## src/hw/rtl/ped_pkg.sv

```systemverilog
`default_nettype none

package ped_pkg;

  localparam logic [7:0] CharPercent    = 8'h25;
  localparam logic [7:0] CharUnderscore = 8'h5f;
  localparam logic [4:0] HexNone        = 5'h10;

  localparam logic [2:0] StatusOk           = 3'd0;
  localparam logic [2:0] StatusNotPermitted = 3'd1;
  localparam logic [2:0] StatusHexExpected  = 3'd2;
  localparam logic [2:0] StatusOpenAtEnd    = 3'd3;
  localparam logic [2:0] StatusDropped      = 3'd4;

  typedef enum logic [1:0] {
    PHASE_PLAIN = 2'd0,
    PHASE_HIGH  = 2'd1,
    PHASE_LOW   = 2'd2
  } ped_phase_e;

  typedef struct packed {
    logic [7:0] in_char;
    logic       in_last;
  } ped_in_t;

  typedef struct packed {
    logic [7:0] out_byte;
    logic       out_has_byte;
    logic [2:0] out_status;
    logic       out_end;
  } ped_out_t;

endpackage

`default_nettype wire

```

## src/hw/rtl/percent_escape_decoder.sv

```systemverilog
// Percent-escape decoder: one character per transfer in, one result per transfer out.
// Letters, digits and underscore pass through, '%' followed by two hex digits yields
// one byte, and anything else marks an error that drops the rest of the string; all
// state clears after the character flagged as last. A character is taken in every
// cycle, and its result appears in the output register in the next cycle; the only
// thing that holds off input is that register still being full and stalled.
`default_nettype none

module percent_escape_decoder import ped_pkg::*; (
  input  wire logic     clk_i,
  input  wire logic     rst_ni,
  input  wire logic     in_valid_i,
  output logic          in_stall_o,
  input  wire ped_in_t  in_data_i,
  output logic          out_valid_o,
  input  wire logic     out_stall_i,
  output ped_out_t      out_data_o
);

  logic     accept;
  logic     busy;
  ped_out_t result;

  assign in_stall_o = busy;
  assign accept     = in_valid_i & ~busy;

  ped_step u_step (
    .clk_i    (clk_i),
    .rst_ni   (rst_ni),
    .accept_i (accept),
    .item_i   (in_data_i),
    .result_o (result)
  );

  ped_out_reg u_out (
    .clk_i   (clk_i),
    .rst_ni  (rst_ni),
    .load_i  (accept),
    .data_i  (result),
    .busy_o  (busy),
    .valid_o (out_valid_o),
    .stall_i (out_stall_i),
    .data_o  (out_data_o)
  );

endmodule

`default_nettype wire

```

## src/hw/rtl/ped_step.sv

```systemverilog
`default_nettype none

module ped_step import ped_pkg::*; (
  input  wire logic     clk_i,
  input  wire logic     rst_ni,
  input  wire logic     accept_i,
  input  wire ped_in_t  item_i,
  output ped_out_t      result_o
);

  ped_phase_e phase_q, phase_d;
  logic [3:0] nibble_q, nibble_d;
  logic       err_q, err_d;
  logic [4:0] hex;
  logic [7:0] c;
  logic       permitted;

  function automatic logic [4:0] hex_value(input logic [7:0] ch);
    logic [4:0] v;
    v = HexNone;
    if (ch >= 8'h30 && ch <= 8'h39) begin
      v = {1'b0, ch[3:0]};
    end else if ((ch >= 8'h61 && ch <= 8'h66) || (ch >= 8'h41 && ch <= 8'h46)) begin
      v = {1'b0, ch[3:0] + 4'd9};
    end
    return v;
  endfunction

  assign c   = item_i.in_char;
  assign hex = hex_value(c);
  assign permitted = (c >= 8'h30 && c <= 8'h39) || (c >= 8'h61 && c <= 8'h7a) ||
                     (c >= 8'h41 && c <= 8'h5a) || (c == CharUnderscore);

  always_comb begin
    phase_d  = phase_q;
    nibble_d = nibble_q;
    err_d    = err_q;
    result_o.out_byte     = 8'd0;
    result_o.out_has_byte = 1'b0;
    result_o.out_status   = StatusOk;
    result_o.out_end      = item_i.in_last;
    priority if (err_q) begin
      result_o.out_status = StatusDropped;
    end else if (phase_q == PHASE_HIGH || phase_q == PHASE_LOW) begin
      priority if (hex[4]) begin
        result_o.out_status = StatusHexExpected;
        err_d   = 1'b1;
        phase_d = PHASE_PLAIN;
      end else if (phase_q == PHASE_HIGH) begin
        nibble_d = hex[3:0];
        phase_d  = PHASE_LOW;
      end else begin
        result_o.out_byte     = {nibble_q, hex[3:0]};
        result_o.out_has_byte = 1'b1;
        phase_d = PHASE_PLAIN;
      end
    end else begin
      phase_d = PHASE_PLAIN;
      priority if (c == CharPercent) begin
        phase_d = PHASE_HIGH;
      end else if (permitted) begin
        result_o.out_byte     = c;
        result_o.out_has_byte = 1'b1;
      end else begin
        result_o.out_status = StatusNotPermitted;
        err_d = 1'b1;
      end
    end
    if (item_i.in_last) begin
      if (result_o.out_status == StatusOk && phase_d != PHASE_PLAIN) begin
        result_o.out_status = StatusOpenAtEnd;
      end
      phase_d  = PHASE_PLAIN;
      nibble_d = 4'd0;
      err_d    = 1'b0;
    end
  end

  always_ff @(posedge clk_i or negedge rst_ni) begin
    if (!rst_ni) begin
      phase_q  <= PHASE_PLAIN;
      nibble_q <= 4'd0;
      err_q    <= 1'b0;
    end else if (accept_i) begin
      phase_q  <= phase_d;
      nibble_q <= nibble_d;
      err_q    <= err_d;
    end
  end

endmodule

`default_nettype wire

```

## src/hw/rtl/ped_out_reg.sv

```systemverilog
`default_nettype none

module ped_out_reg import ped_pkg::*; (
  input  wire logic     clk_i,
  input  wire logic     rst_ni,
  input  wire logic     load_i,
  input  wire ped_out_t data_i,
  output logic          busy_o,
  output logic          valid_o,
  input  wire logic     stall_i,
  output ped_out_t      data_o
);

  logic     valid_q, valid_d;
  ped_out_t data_q;

  assign busy_o  = valid_q & stall_i;
  assign valid_o = valid_q;
  assign data_o  = data_q;

  always_comb begin
    valid_d = valid_q;
    if (load_i) begin
      valid_d = 1'b1;
    end else if (valid_q && !stall_i) begin
      valid_d = 1'b0;
    end
  end

  always_ff @(posedge clk_i or negedge rst_ni) begin
    if (!rst_ni) begin
      valid_q <= 1'b0;
    end else begin
      valid_q <= valid_d;
    end
  end

  always_ff @(posedge clk_i) begin
    if (load_i) begin
      data_q <= data_i;
    end
  end

endmodule

`default_nettype wire

```

## config.mk

```make
export PLATFORM = sky130hd
export DESIGN_NAME = percent_escape_decoder
export DESIGN_NICKNAME = d
export VERILOG_FILES = /design/src/hw/rtl/ped_pkg.sv /design/src/hw/rtl/percent_escape_decoder.sv /design/src/hw/rtl/ped_step.sv /design/src/hw/rtl/ped_out_reg.sv
export SDC_FILE = /design/constraint.sdc
export NUM_CORES = 1
export LEC_CHECK = 0
export BUFFER_PORTS_ARGS = -buffer_cell sky130_fd_sc_hd__buf_2
export CELL_PAD_IN_SITES_DETAIL_PLACEMENT = 1
export CELL_PAD_IN_SITES_GLOBAL_PLACEMENT = 1
export CORE_MARGIN = 3
export CORE_UTILIZATION = 39
export CTS_BUF_LIST = sky130_fd_sc_hd__clkbuf_2
export CTS_CLUSTER_SIZE = 28
export DETAILED_ROUTE_END_ITERATION = 8
export HOLD_SLACK_MARGIN = 0.1
export PLACE_DENSITY_LB_ADDON = 0.1
export SLEW_MARGIN = 20
export SYNTH_ARGS = -nofsm -noshare
export SYNTH_HDL_FRONTEND = slang
export SYNTH_SLANG_ARGS = --single-unit
```

## constraint.sdc

```tcl
create_clock -name clk_i -period 2 [get_ports clk_i]
set_input_delay 0.1 -clock clk_i [delete_from_list [all_inputs] [get_ports clk_i]]
set_output_delay 0.1 -clock clk_i [all_outputs]
set_load 0.05 [all_outputs]
```

==> results.py <==
metrics = {
    "pwr": {
        "p_per_area_nw_per_um2": 587.5,
        "ir_drop_mv": 0.2735,
        "total_power_w": 0.0009217,
        "leakage_nw": 0.6492,
    },
    "worst_setup_path": {
        "path_max_fanout": 8,
        "path_cells": "inv_1 > ha_1 > or3_4 > a21oi_4 > a21boi_1 > o22a_2",
        "cp_num_buf_inv": 1,
        "critical_path.startpoint_type": "flop",
        "critical_path_depth": 6,
        "path_class": "reg2reg",
        "cp.arrival_ns": 2.06,
        "critPathMaxStageDelay_ns": 0.42,
        "required_ns": 2.22,
        "slowest_stage": "dfrtp_1",
        "ff2ff_path_depth": 6,
        "cp_top_family": "compound AO/OA/AOI/OAI gates",
        "crit_path_end_kind": "flop",
    },
    "sta": {
        "final_max_slew_viol_count": 0,
        "max_freq_mhz": 542.1,
        "hold_viol": 0,
        "post-route-period-util": 0.9224,
        "tightest_slew_ns": 0.3604,
        "setup_viol": 0,
        "rsz0062_at_grt": "no",
        "maxSlewHeadroom": 0.7589,
        "skew_ns": 0.006293,
        "finalCriticalPeriod_ns": 1.845,
        "setup_tns_ns": 0,
    },
    "logic_synthesis": {
        "ys_warn_count": 0,
        "avgSynthCellArea_um2": 11.26,
        "async_reset_ff_frac": 0.3810,
        "synth_seq_cells": 21,
        "ys.flop_type": "edfxtp_1",
        "synth_nets": 135,
        "seq_area_frac_synth": 0.4521,
        "netlist_instances": 116,
        "synth_edf_count": 13,
        "ys_types": 49,
        "synthesis.area_um2": 1306,
    },
    "final_layout": {
        "fin_util": 0.5016,
        "mostFrequentLayoutCells": "buf_2, edfxtp_1, nand2_1",
        "layout_commonest_cell": "buf_2",
        "num_antenna_cells": 0,
        "nets": 171,
        "layout-drive-gt1-share": 0.3444,
        "syn2layout_area_growth_pct": 20.11,
    },
    "global_routing": {
        "grt_pass1_vias": 1089,
        "grt_antenna_before_repair": 0,
        "grt_pass1_wl_um": 5423,
        "grt_max_degree": 18,
        "grt_usage": 0.1716,
        "grt_overflow_total": 0,
    },
    "detailed_routing": {
        "dr.pass1.iters": 4,
        "routedWlPerCell_um": 16.03,
        "drc_errors": 0,
        "ant_nets": 0,
        "wirelength_um": 3126,
        "drt_iter0_markers": 26,
        "vias": 1028,
        "viasPerCell": 5.272,
    },
    "place": {
        "dp.final_hpwl_um": 2323,
        "port_buffers": 27,
        "gp_congestion": 0.8285,
    },
    "clock_tree": {
        "h-tree-depth": 1,
        "cts.path.max_buffers": 2,
        "cts_tree": "yes",
        "cts_root_buf": "clkbuf_2",
        "clkTransAtPathRegs_ns": 0.21,
        "clock_latency_ns": 0.33,
        "cts_sinks": 21,
        "cts_buffers": 3,
    },
    "floorplan": {
        "coreArea_um2": 3128,
        "initial_core_util": 0.4176,
        "io_pins": 28,
        "die_h_um": 63.88,
        "dieArea_um2": 4080,
        "rows": 20,
        "fp.dieW_um": 63.88,
    },
    "job": {
        "cap_violations": 0,
    },
    "run_status": {
        "status": "finished, final reports clean",
    },
    "hold_path": {
        "min_path_cells": 2,
        "hold_path_class": "in2reg",
    },
}
[repair_timing]
item | CTS | global route
endpoints found under the hold margin | 11 | 0
gates resized for setup | 0 | 1
hold buffers | 6 | 0
endpoints found under the setup margin | 0 | 2
setup buffers | 0 | 1
[synthesized netlist by cell type, drive strengths merged, types with 2 or more instances]
cell / n / share of area
edfxtp: 13 / 0.30
a21oi: 9 / 0.052
nand2: 9 / 0.026
dfrtp: 8 / 0.15
inv: 8 / 0.023
ha: 6 / 0.057
o21ai: 6 / 0.026
buf: 4 / 0.027
nand3: 4 / 0.015
nor3b: 4 / 0.031
o2bb2ai: 4 / 0.027
and2: 3 / 0.016
nor2: 3 / 0.0086
a21bo: 2 / 0.015
a21o: 2 / 0.011
a22o: 2 / 0.014
clkbuf: 2 / 0.0057
nand2b: 2 / 0.0096
nand4: 2 / 0.0096
o22a: 2 / 0.014
xnor2: 2 / 0.013
[kinds of logic after synthesis]
| logic type | count (synthesis) | share of synthesized area |
|---|---|---|
| adders and majority gates | 6 | 0.05747 |
| AOI/OAI and AO/OA | 35 | 0.2165 |
| xor gates and xnor gates | 3 | 0.02012 |
| muxes | 1 | 0.008620 |
| DFF | 21 | 0.4521 |
| buffers and inverters | 14 | 0.05556 |
| and+or+nand+nor | 36 | 0.1896 |
[report_power, final]
group | leakage [nW] | switching, W | internal [W] | total, W
clock | 0.0164 | 0.000139 | 0.0000453 | 0.000185
sequential | 0.234 | 0.0000113 | 0.000489 | 0.000500
combinational | 0.399 | 0.000164 | 0.0000724 | 0.000237
total | 0.649 | 0.000315 | 0.000607 | 0.000922
[through the flow]
step | area (µm²) | hold slack, ns | worst slack (ns) | cells
floorplan | 1308 | -0.1956 | 0.1674 | 116
detailed placement | 1476 | -0.04070 | 0.02754 | 184
global placement | 1476 | -0.04232 | 0.04797 | 184
CTS | 1556 | 0.1342 | 0.06586 | 194
finish | 1569 | 0.1508 | 0.1552 | 195
global route | 1569 | 0.1232 | 0.05046 | 195
[final timing paths]
kind | from | to | slack [ns]
setup / recovery | u_step.phase_q[0]$_DFFE_PN0P_ | u_out.data_o[5]$_SDFFCE_PP0P_ | 0.16
hold / removal | in_data_i[6] | u_out.data_o[10]$_SDFFCE_PP0P_ | 0.15
setup reg to reg | u_step.phase_q[0]$_DFFE_PN0P_ | u_out.data_o[5]$_SDFFCE_PP0P_ | 0.16
hold reg to reg | u_step.nibble_q[1]$_DFFE_PN0P_ | u_step.nibble_q[1]$_DFFE_PN0P_ | 0.53
max in group asynchronous | rst_ni | u_step.err_q$_DFFE_PN0P_ | 0.39
min in group asynchronous | rst_ni | u_step.nibble_q[0]$_DFFE_PN0P_ | 0.65
[layer usage]
| layer | part of all wire | track usage | vias up |
|---|---|---|---|
| li1 | - | - | 499 |
| met1 | 0.47 | 0.2300 | 508 |
| met4 | 0.0054 | 0.04852 | 0 |
| met5 | 0 | 0 | - |
| met3 | 0.034 | 0.02988 | 2 |
| met2 | 0.49 | 0.2826 | 19 |
[area by class of cell]
class                      count  area [µm²]
multi-input combinational     81       648.1
tap                           44       55.05
inverter                       8       30.03
sequential                    21       590.6
timing repair buffer          37       225.2
clock inverter                 1       5.005
clock buffer                   3       15.01
fill                         360        1559
[flip-flops by register name, indices dropped and copies added (netlist names)]
name and flops:
u_out.data_o 13, u_out.valid_o 1, u_step.err_q 1, u_step.nibble_q 4
u_step.phase_q 2
No activity file was read; power rests on OpenSTA's default activity.
